==> src/rtl/core/tcw_pkg.sv <==
// shared types, constants and payload structs for the text console writer
// depends on nothing; used by every module of the block

package tcw_pkg;

   // default screen geometry
   localparam int COLUMNS_DEFAULT = 80;
   localparam int ROWS_DEFAULT    = 25;

   // depth of the queues between the parts of the block
   localparam int QUEUE_DEPTH = 2;

   // character and cell codes
   localparam logic [7:0]  NEWLINE_CODE = 8'h0A;
   localparam logic [7:0]  SPACE_CODE   = 8'h20;
   localparam logic [15:0] RESET_CELL   = 16'h0720;
   localparam logic [7:0]  RESET_COLOR  = 8'h07;

   // command codes on the request channel
   localparam logic CMD_PUT  = 1'b0;
   localparam logic CMD_READ = 1'b1;

   // request beat
   typedef struct packed {
      logic       cmd;
      logic [7:0] char_code;
      logic [4:0] read_row;
      logic [6:0] read_col;
   } req_payload_type;

   // result beat
   typedef struct packed {
      logic [15:0] cell_value;
      logic [4:0]  cursor_row;
      logic [6:0]  cursor_col;
      logic        scrolled;
   } rsp_payload_type;

   // classified command kinds
   typedef enum logic [1:0] {
      KIND_PUT,
      KIND_NEWLINE,
      KIND_READ,
      KIND_READ_SKIP
   } cmd_kind_type;

   // one entry of the command queue
   typedef struct packed {
      cmd_kind_type kind;
      logic [7:0]   char_code;
      logic [4:0]   read_row;
      logic [6:0]   read_col;
   } cmd_entry_type;

   // front to executor: head of the command queue
   typedef struct packed {
      logic          valid;
      cmd_entry_type entry;
   } cmd_beat_type;

   // executor to front: dequeue and busy
   typedef struct packed {
      logic pop;
      logic busy;
   } exec_status_type;

   // executor to result queue
   typedef struct packed {
      logic            push;
      rsp_payload_type payload;
   } rsp_beat_type;

endpackage

==> src/rtl/core/tcw_rsp_queue.sv <==
// result queue between the executor and the result channel
// depends on tcw_pkg

module tcw_rsp_queue (
   input  logic                     clock,
   input  logic                     reset,
   input  tcw_pkg::rsp_beat_type    rsp_beat,
   output logic                     rsp_full,
   output logic                     rsp_empty,
   input  logic                     rsp_pop,
   output tcw_pkg::rsp_payload_type rsp_payload
);

   localparam int DEPTH = tcw_pkg::QUEUE_DEPTH;
   localparam int PW    = (DEPTH > 1) ? $clog2(DEPTH) : 1;
   localparam int CNTW  = $clog2(DEPTH + 1);

   tcw_pkg::rsp_payload_type entries_ff [DEPTH];
   logic [PW-1:0]            wr_ptr_ff, wr_ptr_in;
   logic [PW-1:0]            rd_ptr_ff, rd_ptr_in;
   logic [CNTW-1:0]          count_ff, count_in;
   logic                     do_push, do_pop;

   // queue control
   always_comb begin
      rsp_full    = (count_ff == CNTW'(DEPTH));
      rsp_empty   = (count_ff == '0);
      do_push     = rsp_beat.push && !rsp_full;
      do_pop      = rsp_pop && !rsp_empty;
      wr_ptr_in   = wr_ptr_ff;
      rd_ptr_in   = rd_ptr_ff;
      count_in    = count_ff;
      if (do_push) begin
         wr_ptr_in = (wr_ptr_ff == PW'(DEPTH - 1)) ? '0 : wr_ptr_ff + 1'b1;
      end
      if (do_pop) begin
         rd_ptr_in = (rd_ptr_ff == PW'(DEPTH - 1)) ? '0 : rd_ptr_ff + 1'b1;
      end
      if (do_push && !do_pop) begin
         count_in = count_ff + 1'b1;
      end else if (do_pop && !do_push) begin
         count_in = count_ff - 1'b1;
      end
      rsp_payload = entries_ff[rd_ptr_ff];
   end

   // pointers and fill count
   always_ff @(posedge clock) begin
      if (reset) begin
         wr_ptr_ff <= '0;
         rd_ptr_ff <= '0;
         count_ff  <= '0;
      end else begin
         wr_ptr_ff <= wr_ptr_in;
         rd_ptr_ff <= rd_ptr_in;
         count_ff  <= count_in;
      end
   end

   // queue storage
   always_ff @(posedge clock) begin
      if (do_push) begin
         entries_ff[wr_ptr_ff] <= rsp_beat.payload;
      end
   end

endmodule
==> config.mk <==
export PLATFORM = sky130hd
export DESIGN_NAME = tcw_rsp_queue
export DESIGN_NICKNAME = d
export VERILOG_FILES = /design/src/rtl/core/tcw_pkg.sv /design/src/rtl/core/tcw_rsp_queue.sv
export SDC_FILE = /design/constraint.sdc
export NUM_CORES = 1
export LEC_CHECK = 0
export BUFFER_PORTS_ARGS = -buffer_cell sky130_fd_sc_hd__buf_4
export CORE_AREA = 2 2 72 67
export DETAILED_ROUTE_END_ITERATION = 7
export DIE_AREA = 0 0 74 69
export PLACE_DENSITY = 0.8
export SLEW_MARGIN = 10
export SYNTH_ARGS = -nofsm -noshare
export SYNTH_HDL_FRONTEND = slang
export SYNTH_SLANG_ARGS = --single-unit
==> constraint.sdc <==
create_clock -name clock -period 3.1 [get_ports clock]
set_input_delay 0.31 -clock clock [delete_from_list [all_inputs] [get_ports clock]]
set_output_delay 0.31 -clock clock [all_outputs]
set_load 0.005 [all_outputs]
==> impl_results.md <==
- Io pins: 64
- Worst-path fanout max: 21
- 1st-iter DRT viols: 82
- Clock root buffer: clkbuf_8
- Hold path startpoint: rsp_beat[1]
- Req. time, crit path: 2.79 ns
- Fmax: a little under 500 MHz
- GRT Util Overall: between 10% and 20%
- Unique masters post-synth: 14
- First-pass GRT wire length: roughly 6.3 mm
- Cell taking the most area after synthesis: edfxtp_1
- Area Overhead vs Synth: 32.2%
- Pre-Repair DR Iteration Count: 4
- LEAKAGE: between 1 and 1.5 nW
- Logic pwr share: 26.0%
- Initial antenna violation count: 0
- Max Cap Viol: 0
- Hold Path Sink: entries_ff[1][1]
- Wire length per cell: about 16 um
- Flops & latches, synth: 63
- Grt total ovfl: 0
- Final worst slack: approximately 1.0 ns
- Hpwl dp: ~2.7 mm
- Share of the synthesized area in the top cell type: between 70% and 80%
- Clock Power Share: around 27%
- Slew Limit Fails: 0
- Total Nets Final: between 200 and 250
- Antenna Nets Post-Route: 0
- Outcome: complete, no violations
- CTS tree: yes
- Share of cells above drive strength 1: between 50% and 60%
- Seq/Total Area, Yosys: between 70% and 80%
- Total number of vias: between 1000 and 1500
- Die Wd: ~74 um
- Slew @ Worst Pin: roughly 0.43 ns
- Clock-pin slew on the worst setup and hold paths: roughly 0.070 ns
- Sw Pwr: around 0.0006 W
- Total Routed Length: 4.09 mm
- R2r endpoint: entries_ff[1][16]
- Worst Path Arrival: approximately 1.8 ns
- # setup viols final: 0
- Clk Latency, worst-skew pair: approximately 0.32 ns
- Max Root-Sink Buffers: 2
- PwrDens: 791 nW/um2
- Worst hold path class: in2reg
- Worst r2r src: count_ff[1]
- CTS Buf Count: 9
- Clock sinks: 63
- Number of buffers added on ports: 63
- Crit. End Element: primary output
- Number of cell rows: 23
- Largest net degree at the start of global routing: 30
- Max-slew headroom: a little under three quarters
- Syn Std Cell Area: between 2000 and 2500 um2
- Critical path's largest stage delay: about 0.55 ns
- Initial Util: 53.1%
- Vias in the first global route: approximately 1400
- Classification of the worst setup path: reg2out
- Commonest cells after routing, fill and taps aside: buf_4 (66), edfxtp_1 (58), mux2_2 (29)
- R2r setup slk: approximately 1.3 ns
- Die Footprint: between 5000 and 6000 um2
- Hold Vio Cnt, Final: 0
- Post-Syn Instances: between 100 and 150
- Minimum clock period: about 2.1 ns
- Worst Reg-to-Reg Cells: 4
- Syn Nets: around 150
- Fillers: 272
- P_int: about 0.0018 W
- YS warnings: 0
- Clock Skew: about 0.0056 ns
- Sw Ratio: 25.0%
- Ant. Diodes: 0
- GP Congestion: 0.688
- H-Tree Depth: 3
- Post-route DRC: 0
- Via density: between 4 and 5
- Crit path cell chain: buf_4 -> mux2_2 -> buf_4
- Final clock period utilization by the worst path: about two thirds
- Setup_tns: 0 ns
- Total power: about 0.0024 W
- Worst hold path stage count: 1
- Post-CTS setup buffers: 0
- Most common cell after layout, fill and taps aside: buf_4
- Hold_buf cts: 0
- Worst path slowest cell: dfxtp_1
- Area of the core: approximately 4300 um2
- Synth area leaders: edfxtp_1 (76%), mux2_2 (14%), dfxtp_1 (4.3%)
- Avg Cell Area, Syn: approximately 20 um2
- Pre-CTS setup slack: about 1.3 ns
- Worst vdd ir: 0.487 mV
- Seq pwr share: between 40% and 50%
- CP most frequent cell: buf_4
- Post_cts resized: 0
- RSZ-0062 raised after global routing: no
- Chip height: 69 um
- Nature of the critical path startpoint: flip-flop
-- worst max-delay path, delay by kind of cell, from the launching register on --
kind                   cells  cell delay, ns
DFF                        1            0.55
buffers and inverters      2            0.50
muxes                      1            0.39
-- layout make-up --
type | instances | area [um2] | area share (%)
flip-flops and latches | 63 | 1840 | 60.4
repair buffers | 66 | 495 | 16.2
multi-input cells | 47 | 437 | 14.3
clock buffers | 16 | 190 | 6.24
well taps | 62 | 77.6 | 2.54
inverters | 2 | 7.51 | 0.246
-- registers in the layout, summed over array words and instances (netlist names), named ones only --
| name | cells |
|---|---|
| wr_ptr_ff | 1 |
| count_ff | 2 |
| entries_ff | 58 |
| rd_ptr_ff | 1 |
-- power by group through the flow --
stage / logic, W / registers [W] / clock network, W
finish: 0.000628 / 0.00113 / 0.000659
global route: 0.000676 / 0.00114 / 0.000718
CTS: 0.000636 / 0.00113 / 0.000674
detailed placement: 0.000631 / 0.00114 / 0
global placement: 0.000606 / 0.00113 / 0
floorplan: 0.000341 / 0.00112 / 0
-- logic make-up after synthesis --
kind of cell | after synthesis | share of synthesized area [%]
AOI/OAI and AO/OA | 5 | 1.09
muxes | 29 | 14.2
DFF | 63 | 79.9
xor gates and xnor gates | 3 | 1.14
and+or+nand+nor | 9 | 2.01
buffers and inverters | 5 | 1.19
adders and majority gates | 1 | 0.543
-- cell usage after synthesis (all sizes together) --
cell and number:
edfxtp 58, mux2 29, dfxtp 5, nor2 5, buf 3, o21ai 3, xor2 3, a21oi 2
inv 2, or3 2, and2 1, ha 1, nor2b 1
-- metrics by stage --
stage / cell area, um2 / cells / hold slack, ns / utilization, %
after floorplan: 2310 / 115 / 0.379 / -
after global placement: 2860 / 240 / 0.470 / 65.8
after detailed placement: 2860 / 240 / 0.498 / 65.8
after CTS: 3050 / 256 / 0.151 / 70.2
after global routing: 3050 / 256 / 0.148 / 70.2
final: 3050 / 256 / 0.168 / 70.2
-- layer usage --
layer	global-route usage [%]	share of wire, %
met5	0	0
met4	9.09	1.4
met3	5.41	6.1
met2	27.0	50
met1	20.6	42
-- worst max-delay path by stage --
stage / slack (ns) / startpoint / end
6_report: 1.02 / flip-flop / rsp_payload[27]
5_1_grt: 0.91 / flip-flop / rsp_payload[27]
4_1_cts: 0.99 / flip-flop / rsp_payload[27]
3_5_place_dp: 1.31 / count_ff[0] / entries_ff[1][2]
3_3_place_gp: 1.39 / flip-flop / rsp_payload[27]
2_1_floorplan: 1.33 / count_ff[1] / entries_ff[0][0]
(Power assumes the default switching activity.)
