**src/rtl/core/tcw_pkg.sv**
```systemverilog
// shared types, constants and payload structs for the text console writer
// depends on nothing; used by every module of the block

package tcw_pkg;

   // default screen geometry
   localparam int COLUMNS_DEFAULT = 80;
   localparam int ROWS_DEFAULT    = 25;

   // depth of the queues between the parts of the block
   localparam int QUEUE_DEPTH = 2;

   // character and cell codes
   localparam logic [7:0]  NEWLINE_CODE = 8'h0A;
   localparam logic [7:0]  SPACE_CODE   = 8'h20;
   localparam logic [15:0] RESET_CELL   = 16'h0720;
   localparam logic [7:0]  RESET_COLOR  = 8'h07;

   // command codes on the request channel
   localparam logic CMD_PUT  = 1'b0;
   localparam logic CMD_READ = 1'b1;

   // request beat
   typedef struct packed {
      logic       cmd;
      logic [7:0] char_code;
      logic [4:0] read_row;
      logic [6:0] read_col;
   } req_payload_type;

   // result beat
   typedef struct packed {
      logic [15:0] cell_value;
      logic [4:0]  cursor_row;
      logic [6:0]  cursor_col;
      logic        scrolled;
   } rsp_payload_type;

   // classified command kinds
   typedef enum logic [1:0] {
      KIND_PUT,
      KIND_NEWLINE,
      KIND_READ,
      KIND_READ_SKIP
   } cmd_kind_type;

   // one entry of the command queue
   typedef struct packed {
      cmd_kind_type kind;
      logic [7:0]   char_code;
      logic [4:0]   read_row;
      logic [6:0]   read_col;
   } cmd_entry_type;

   // front to executor: head of the command queue
   typedef struct packed {
      logic          valid;
      cmd_entry_type entry;
   } cmd_beat_type;

   // executor to front: dequeue and busy
   typedef struct packed {
      logic pop;
      logic busy;
   } exec_status_type;

   // executor to result queue
   typedef struct packed {
      logic            push;
      rsp_payload_type payload;
   } rsp_beat_type;

endpackage

```
**src/rtl/core/tcw_front.sv**
```systemverilog
// front end: accepts request beats, classifies them and queues them
// depends on tcw_pkg

module tcw_front #(
   parameter int COLUMNS = tcw_pkg::COLUMNS_DEFAULT,
   parameter int ROWS    = tcw_pkg::ROWS_DEFAULT
) (
   input  logic                     clock,
   input  logic                     reset,
   input  logic                     req_push,
   output logic                     req_full,
   input  tcw_pkg::req_payload_type req_payload,
   input  tcw_pkg::exec_status_type exec_status,
   output tcw_pkg::cmd_beat_type    cmd_beat
);

   localparam int DEPTH = tcw_pkg::QUEUE_DEPTH;
   localparam int PW    = (DEPTH > 1) ? $clog2(DEPTH) : 1;
   localparam int CNTW  = $clog2(DEPTH + 1);

   tcw_pkg::cmd_entry_type entries_ff [DEPTH];
   tcw_pkg::cmd_entry_type new_entry;
   logic [PW-1:0]          wr_ptr_ff, wr_ptr_in;
   logic [PW-1:0]          rd_ptr_ff, rd_ptr_in;
   logic [CNTW-1:0]        count_ff, count_in;
   logic                   do_push, do_pop;
   logic                   in_range;

   // classify the incoming beat
   always_comb begin
      in_range = (32'(req_payload.read_row) < 32'(ROWS)) &&
                 (32'(req_payload.read_col) < 32'(COLUMNS));
      new_entry.char_code = req_payload.char_code;
      new_entry.read_row  = req_payload.read_row;
      new_entry.read_col  = req_payload.read_col;
      if (req_payload.cmd == tcw_pkg::CMD_READ) begin
         new_entry.kind = in_range ? tcw_pkg::KIND_READ : tcw_pkg::KIND_READ_SKIP;
      end else if (req_payload.char_code == tcw_pkg::NEWLINE_CODE) begin
         new_entry.kind = tcw_pkg::KIND_NEWLINE;
      end else begin
         new_entry.kind = tcw_pkg::KIND_PUT;
      end
   end

   // queue control
   always_comb begin
      req_full  = (count_ff == CNTW'(DEPTH)) || exec_status.busy;
      do_push   = req_push && !req_full;
      do_pop    = exec_status.pop && (count_ff != '0);
      wr_ptr_in = wr_ptr_ff;
      rd_ptr_in = rd_ptr_ff;
      count_in  = count_ff;
      if (do_push) begin
         wr_ptr_in = (wr_ptr_ff == PW'(DEPTH - 1)) ? '0 : wr_ptr_ff + 1'b1;
      end
      if (do_pop) begin
         rd_ptr_in = (rd_ptr_ff == PW'(DEPTH - 1)) ? '0 : rd_ptr_ff + 1'b1;
      end
      if (do_push && !do_pop) begin
         count_in = count_ff + 1'b1;
      end else if (do_pop && !do_push) begin
         count_in = count_ff - 1'b1;
      end
      cmd_beat.valid = (count_ff != '0);
      cmd_beat.entry = entries_ff[rd_ptr_ff];
   end

   // pointers and fill count
   always_ff @(posedge clock) begin
      if (reset) begin
         wr_ptr_ff <= '0;
         rd_ptr_ff <= '0;
         count_ff  <= '0;
      end else begin
         wr_ptr_ff <= wr_ptr_in;
         rd_ptr_ff <= rd_ptr_in;
         count_ff  <= count_in;
      end
   end

   // queue storage
   always_ff @(posedge clock) begin
      if (do_push) begin
         entries_ff[wr_ptr_ff] <= new_entry;
      end
   end

endmodule

```
**config.mk**
```make
export PLATFORM = sky130hd
export DESIGN_NAME = tcw_front
export DESIGN_NICKNAME = d
export VERILOG_FILES = /design/src/rtl/core/tcw_pkg.sv /design/src/rtl/core/tcw_front.sv
export SDC_FILE = /design/constraint.sdc
export NUM_CORES = 1
export LEC_CHECK = 0
export CORE_MARGIN = 2
export CORE_UTILIZATION = 54
export CTS_CLUSTER_DIAMETER = 100
export DETAILED_ROUTE_END_ITERATION = 8
export DONT_BUFFER_PORTS = 1
export HOLD_SLACK_MARGIN = 0.08
export PLACE_DENSITY = 0.78
export SKIP_CTS_REPAIR_TIMING = 1
export SYNTH_ARGS = -nofsm -noshare
export SYNTH_HDL_FRONTEND = slang
export SYNTH_SLANG_ARGS = --single-unit
```
**constraint.sdc**
```tcl
create_clock -name clock -period 4.8 [get_ports clock]
set_input_delay 0.48 -clock clock [delete_from_list [all_inputs] [get_ports clock]]
set_output_delay 0.48 -clock clock [all_outputs]
set_load 0.01 [all_outputs]
```
==> key figures, run 1 <==
Clock tree
  • TritonCTS clock tree: done
  • Clk buf depth: 2
  • Clock sinks: 49
  • Worst-Skew Late Latency: 0.36 ns
  • Clock transition at the registers of the reported paths: 0.14 ns
  • CTS Root Cell: clkbuf_4
  • CTS Buf Count: 5
  • H-tree depth: 2

Power
  • Reg power frac: 0.592
  • Cell-internal power: 0.000668 W
  • Pwr dens: 476 nW/µm²
  • Peak VDD IR: 0.299 mV
  • Sw frac: 0.291
  • Clk pwr share: 0.203
  • Leak pwr: 0.631 nW
  • Combinational cell fraction of total power: 0.206
  • Switching power: 0.000274 W

STA
  • Hold WS: 0.165 ns
  • Hold Fails Final Rpt: 0
  • Minimum clock period after layout: 2.26 ns
  • Unrepaired setup endpoints after global routing: no
  • Max Clock Freq: 0.442 GHz
  • Setup TNS: 0 ns
  • Final setup skew: 0.00769 ns
  • Setup WS post-layout: 2.54 ns
  • Final Max Slew Viols: 0
  • Fin crit share: 0.471
  • Slew HR: 0.214
  • Worst-Margin Slew: 1.17 ns
  • Setup-failing EPs final: 0

Setup path
  • Crit path arrival time: 1.78 ns
  • Startpoint types: flip-flop
  • CP cell instances: mux2_2
  • Setup crit end kind: output pin
  • CP Max Fanout: 22
  • CP top delay family: flip-flops
  • Critical path class: reg2out
  • Slowest cell delay on critical path: 0.96 ns
  • Worst path slowest cell: dfxtp_1
  • Critical Path RT: 4.32 ns
  • CP bufs+invs: 0

Floorplanning
  • Die Footprint: 3940 µm²
  • Initial cell density of the core: 0.559
  • Core Box Area: 3340 µm²
  • # IOs: 50
  • # rows: 21
  • Die span in y: 62.8 µm
  • Die X: 62.8 µm

Worst hold path
  • HP Class: in2reg

GRT
  • Grt ovf: 0
  • Vias in the first global route: 926
  • Initial antenna violation count: 0
  • Total GRT Usage: 0.158
  • Pin count of the biggest net entering global routing: 23
  • First-pass GRT wire length: 4520 µm

Final layout
  • Final Core Density: 0.593
  • Commonest non-fill, non-tap cell in the layout: edfxtp_1
  • Layout area overhead: 6.04%
  • ANT cells: 0
  • Filler cells: 279
  • Share of cells above drive strength 1: 0.333
  • Final nets: 131
  • Reg area: 1420 µm²
  • Most frequent cells in the layout: edfxtp_1, mux2_2, dfxtp_1, clkbuf_4, nor2_1
  • Multi-input gate area: 437 µm²

Yosys
  • FF+latch count, synth: 49
  • Synth warnings: 0
  • Avg Inst Size Synth: 18.8 µm²
  • Largest area contributor in the netlist: edfxtp_1
  • Seq/Total Area, Yosys: 0.762
  • Synth area leaders: edfxtp_1, mux2_2, dfxtp_1
  • Netlist cell types: 20
  • Mapped Area: 1870 µm²
  • Syn_nets: 126
  • Post-Syn Instances: 99
  • Share of the synthesized area in the top cell type: 0.708

Detailed routing
  • Initial DRC Count: 27
  • DR pass1 iterations: 4
  • Via density: 5.62
  • Post-DR wirelength/cell: 19.2 µm
  • Post-route ant nets: 0
  • Via count: 848
  • Remaining DRCs: 0
  • Final wirelength: 2910 µm

Placed design
  • Pre-CTS setup slack: 2.65 ns
  • Buffers added on ports: 0
  • RePlAce Congestion: 0.638
  • Dpl hpwl: 1990 µm

Flow run
  • Max-Cap Viols: 0

Run status
  • Outcome: finished clean
[final cells by class]
cell class	instances	share of cell area
Clock buffer	5	0.0190
Multi-Input combinational cell	48	0.221
Tap cell	46	0.0291
Sequential cell	49	0.719
Clock inverter	3	0.0127
[synthesized netlist by cell type]
cell and count:
ha_1 1, a21oi_1 2, and2_1 1, or2_2 2, or3_1 1, nor2_1 4, edfxtp_1 44, nor4_1 1
nor4bb_1 1, nor2b_2 1, a31oi_1 1, dfxtp_1 5, xor2_1 3, mux2_1 1, mux2_2 22, o311ai_0 1
o21ai_0 3, nor2b_1 2, buf_2 2, nor3b_4 1
[metal layers]
metal | vias to the layer above | routed length, µm | global-route usage
met5 | - | 0 | 0
met3 | 6 | 247 | 0.0793
met1 | 416 | 973 | 0.147
met2 | 33 | 1630 | 0.288
li1 | 393 | - | -
met4 | 0 | 51 | 0.0667
[cells by family (layout without fill, tap and decap cells)]
logic type / after synthesis / after routing / synth area share
flip-flops: 49 / 49 / 0.762
multiplexers: 23 / 23 / 0.139
AND/OR/NAND/NOR: 14 / 14 / 0.0516
AO/OA/AOI/OAI: 7 / 7 / 0.0215
XOR/XNOR: 3 / 3 / 0.0141
buffers and inverters: 2 / 8 / 0.00537
adder cells (fa/ha/maj): 1 / 1 / 0.00671
[final timing paths]
path	start	to	slack, ns	depth (start not counted)
min reg2reg	count_ff[1]	count_ff[1]	0.51	2
min	reset	count_ff[1]	0.16	1
max	flip-flop	cmd_beat[21]	2.54	1
max reg2reg	count_ff[0]	entries_ff[0][7]	2.66	3
[stage by stage]
stage               power [W]  cells  instance area [µm²]
finish               0.000942    151                 1980
global route         0.000990    151                 1980
CTS                  0.000956    151                 1980
detailed placement   0.000766    143                 1920
global placement     0.000756    143                 1920
floorplan            0.000730     99                 1870
[power groups by stage]
stage | clock, W | combinational (W) | sequential, W
2_1_floorplan | 0 | 0.000191 | 0.000540
3_3_place_gp | 0 | 0.000190 | 0.000565
3_5_place_dp | 0 | 0.000197 | 0.000569
4_1_cts | 0.000198 | 0.000199 | 0.000560
5_1_grt | 0.000216 | 0.000208 | 0.000567
6_report | 0.000191 | 0.000194 | 0.000558
[sequential cells by signal, indices dropped and copies added (netlist names), named ones only]
| signal | cells |
|---|---|
| entries_ff | 44 |
| count_ff | 2 |
| rd_ptr_ff | 1 |
| wr_ptr_ff | 1 |
(Power assumes the default switching activity.)
==> run 2, diff against run 1 <==
- ABC_AREA: unset -> 1
- clock period: 4.8 -> 2.1 ns (I/O delays scaled with it)
==> run 2 against run 1 <==
Net effect:
- critical path depth rose by 1
- sequential power rose by 110%
- combinational power rose by 96%
- total power rose by 110%
- routed wire length rose by 17%
- largest power group unchanged
- register-to-register slack got worse by 2.1 ns
- worst setup slack got worse by 2.0 ns
==> key figures, run 2 <==
Setup path
  • Stages on the worst setup path: 2
  • CP Max Fanout: 22
  • Reg2Reg Depth: 10
  • CP bufs+invs: 1
  • Startpoint types: flip-flop
  • Setup crit end kind: output pin
  • End point of the critical path: cmd_beat[20]
  • Worst R2R End: count_ff[1]
  • CP top delay family: multiplexers
  • FF-to-FF setup slack: 0.56 ns
  • Crit path arrival time: 1.39 ns
  • Critical Path RT: 1.89 ns
  • Worst path slowest cell: mux2_2
  • Critical path class: reg2out
  • CP cell instances: buf_4 -> mux2_2
  • Slowest cell delay on critical path: 0.42 ns
  • R2r startpoint: count_ff[0]

Yosys
  • Synth warnings: 0
  • Synth Area in Adders: 0.00654
  • Largest family of logic cells by synthesized area: multiplexers
  • Syn_nets: 152
  • Netlist cell types: 13
  • Synth Area in XOR/XNOR: 0
  • Synth Area in Simple Gates: 0.0713
  • Seq/Total Area, Yosys: 0.743
  • Synth area leaders: edfxtp_1, mux2_2, dfxtp_1
  • Number of synthesized flops with an enable pin: 44
  • FF+latch count, synth: 49
  • Asr flop ratio synth: 0
  • Most frequent cells after synthesis: edfxtp_1, mux2_2, nand2_1
  • Largest area contributor in the netlist: edfxtp_1
  • Count leader, synth: edfxtp_1
  • Avg Inst Size Synth: 15.3 µm²
  • Compound-gate portion of the synthesized area: 0.0105
  • Mapped Area: 1910 µm²
  • Post-Syn Instances: 125
  • Mux cell area share after synthesis: 0.129
  • Ys flop type: edfxtp_1
  • Share of the synthesized area in the top cell type: 0.691

Detailed routing
  • Via density: 5.21
  • Via count: 1057
  • Remaining DRCs: 0
  • DR pass1 iterations: 4
  • Post-DR wirelength/cell: 16.7 µm
  • Initial DRC Count: 46
  • Post-route ant nets: 0
  • Final wirelength: 3390 µm

GRT
  • Grt ovf: 0
  • First-pass GRT wire length: 4670 µm
  • Vias in the first global route: 1005
  • Initial antenna violation count: 0
  • Total GRT Usage: 0.160
  • Pin count of the biggest net entering global routing: 23

Floorplanning
  • Die X: 63.5 µm
  • Die Footprint: 4030 µm²
  • Die span in y: 63.5 µm
  • Core Box Area: 3360 µm²
  • Initial cell density of the core: 0.569
  • # rows: 21
  • # IOs: 50

Clock tree
  • CTS Root Cell: clkbuf_4
  • CTS Buf Count: 5
  • Clock sinks: 49
  • Clock transition at the registers of the reported paths: 0.13 ns
  • Clk buf depth: 2
  • Worst-Skew Late Latency: 0.35 ns
  • TritonCTS clock tree: done
  • H-tree depth: 2

STA
  • Hold Fails Final Rpt: 0
  • Minimum clock period after layout: 1.60 ns
  • Worst-Margin Slew: 0.294 ns
  • Max Clock Freq: 0.626 GHz
  • Final setup skew: 0.00884 ns
  • Setup WS post-layout: 0.502 ns
  • Setup TNS: 0 ns
  • Slew HR: 0.804
  • Unrepaired setup endpoints after global routing: no
  • Final Max Slew Viols: 0
  • Fin crit share: 0.761
  • Setup-failing EPs final: 0

Final layout
  • Final Core Density: 0.670
  • Most flops, register: entries_ff
  • Share of cells above drive strength 1: 0.210
  • Layout area overhead: 17.9%
  • Final nets: 183
  • Filler cells: 264
  • Regs by FF count: entries_ff (44), count_ff (2)
  • Max FFs per register: 44
  • Most frequent cells in the layout: edfxtp_1, dlygate4sd3_1, mux2_2, nand2_1, inv_1
  • Design area: 2250 µm²
  • Commonest non-fill, non-tap cell in the layout: edfxtp_1
  • ANT cells: 0

Worst hold path
  • HP Class: in2reg
  • Hold Path Cell Cnt: 3

Placed design
  • Dpl hpwl: 2070 µm
  • RePlAce Congestion: 0.700
  • Pre-CTS setup slack: 0.621 ns
  • Buffers added on ports: 0
  • Placed Area: 1970 µm²

Power
  • Leak pwr: 0.830 nW
  • Pwr dens: 860 nW/µm²
  • Peak VDD IR: 0.537 mV

Run status
  • Outcome: finished clean

Flow run
  • Max-Cap Viols: 0
-- run 2: cell types whose count changed in the layout (fill, tap and decap cells not counted), sizes merged, moves of 5 or more --
| cell | change |
|---|---|
| dlygate4sd3 | +23 |
| nand2 | +17 |
| inv | +13 |
| nor2 | +5 |
-- run 2: power breakdown --
| part | switching (W) | total (W) | internal (W) |
|---|---|---|---|
| combinational | 0.000224 | 0.000381 | 0.000157 |
| sequential | 0.0000232 | 0.00116 | 0.00114 |
| clock | 0.000269 | 0.000397 | 0.000128 |
| total | 0.000516 | 0.00194 | 0.00142 |
-- run 2: area by class of cell --
| type | count | area, µm² | share of cell area |
|---|---|---|---|
| clock inverter | 2 | 10.0 | 0.00444 |
| clock buffer | 6 | 41.3 | 0.0183 |
| inverter | 14 | 52.6 | 0.0233 |
| multi-input combinational | 60 | 419 | 0.186 |
| sequential | 49 | 1420 | 0.630 |
| timing repair buffer | 26 | 253 | 0.112 |
| tap | 46 | 57.6 | 0.0255 |
-- run 2: kinds of logic (layout without fill, tap and decap cells) --
| family | Yosys count | in the layout |
|---|---|---|
| AOI/OAI and AO/OA | 4 | 4 |
| muxes | 22 | 22 |
| adders and majority gates | 1 | 1 |
| DFF | 49 | 49 |
| and+or+nand+nor | 33 | 33 |
| buffers and inverters | 16 | 48 |
-- run 2: metal layers --
metal / up-vias / share of wire / GRT usage
li1: 506 / - / -
met3: 4 / 0.071 / 0.0821
met1: 499 / 0.39 / 0.156
met2: 48 / 0.53 / 0.280
met5: - / 0 / 0
met4: 0 / 0.0080 / 0.0734
-- run 2: through the flow --
stage | instances | hold WS, ns | total power (W)
5_1_grt | 203 | 0.0967 | 0.00204
4_1_cts | 180 | -0.104 | 0.00191
6_report | 203 | 0.0622 | 0.00194
3_3_place_gp | 172 | 0.283 | 0.00150
3_5_place_dp | 172 | 0.287 | 0.00152
2_1_floorplan | 125 | 0.282 | 0.00147
-- run 2: how the worst min path moves through the flow --
stage | start | endpoint | slack, ns
6_report | exec_status[1] | flip-flop | 0.06
5_1_grt | exec_status[1] | rd_ptr_ff | 0.1
3_5_place_dp | reset | wr_ptr_ff | 0.29
3_3_place_gp | reset | wr_ptr_ff | 0.28
2_1_floorplan | reset | wr_ptr_ff | 0.28
4_1_cts | reset | wr_ptr_ff | -0.10
-- run 2: worst register-to-register path: stages, from the launching register on --
cell and delay (ns):
dfxtp_1 0.34, inv_1 0.13, nand2_1 0.12, nand3_1 0.14, inv_1 0.06, ha_1 0.31
inv_1 0.10, nand3_1 0.08, nand2_1 0.08, inv_1 0.04, nor2_1 0.09
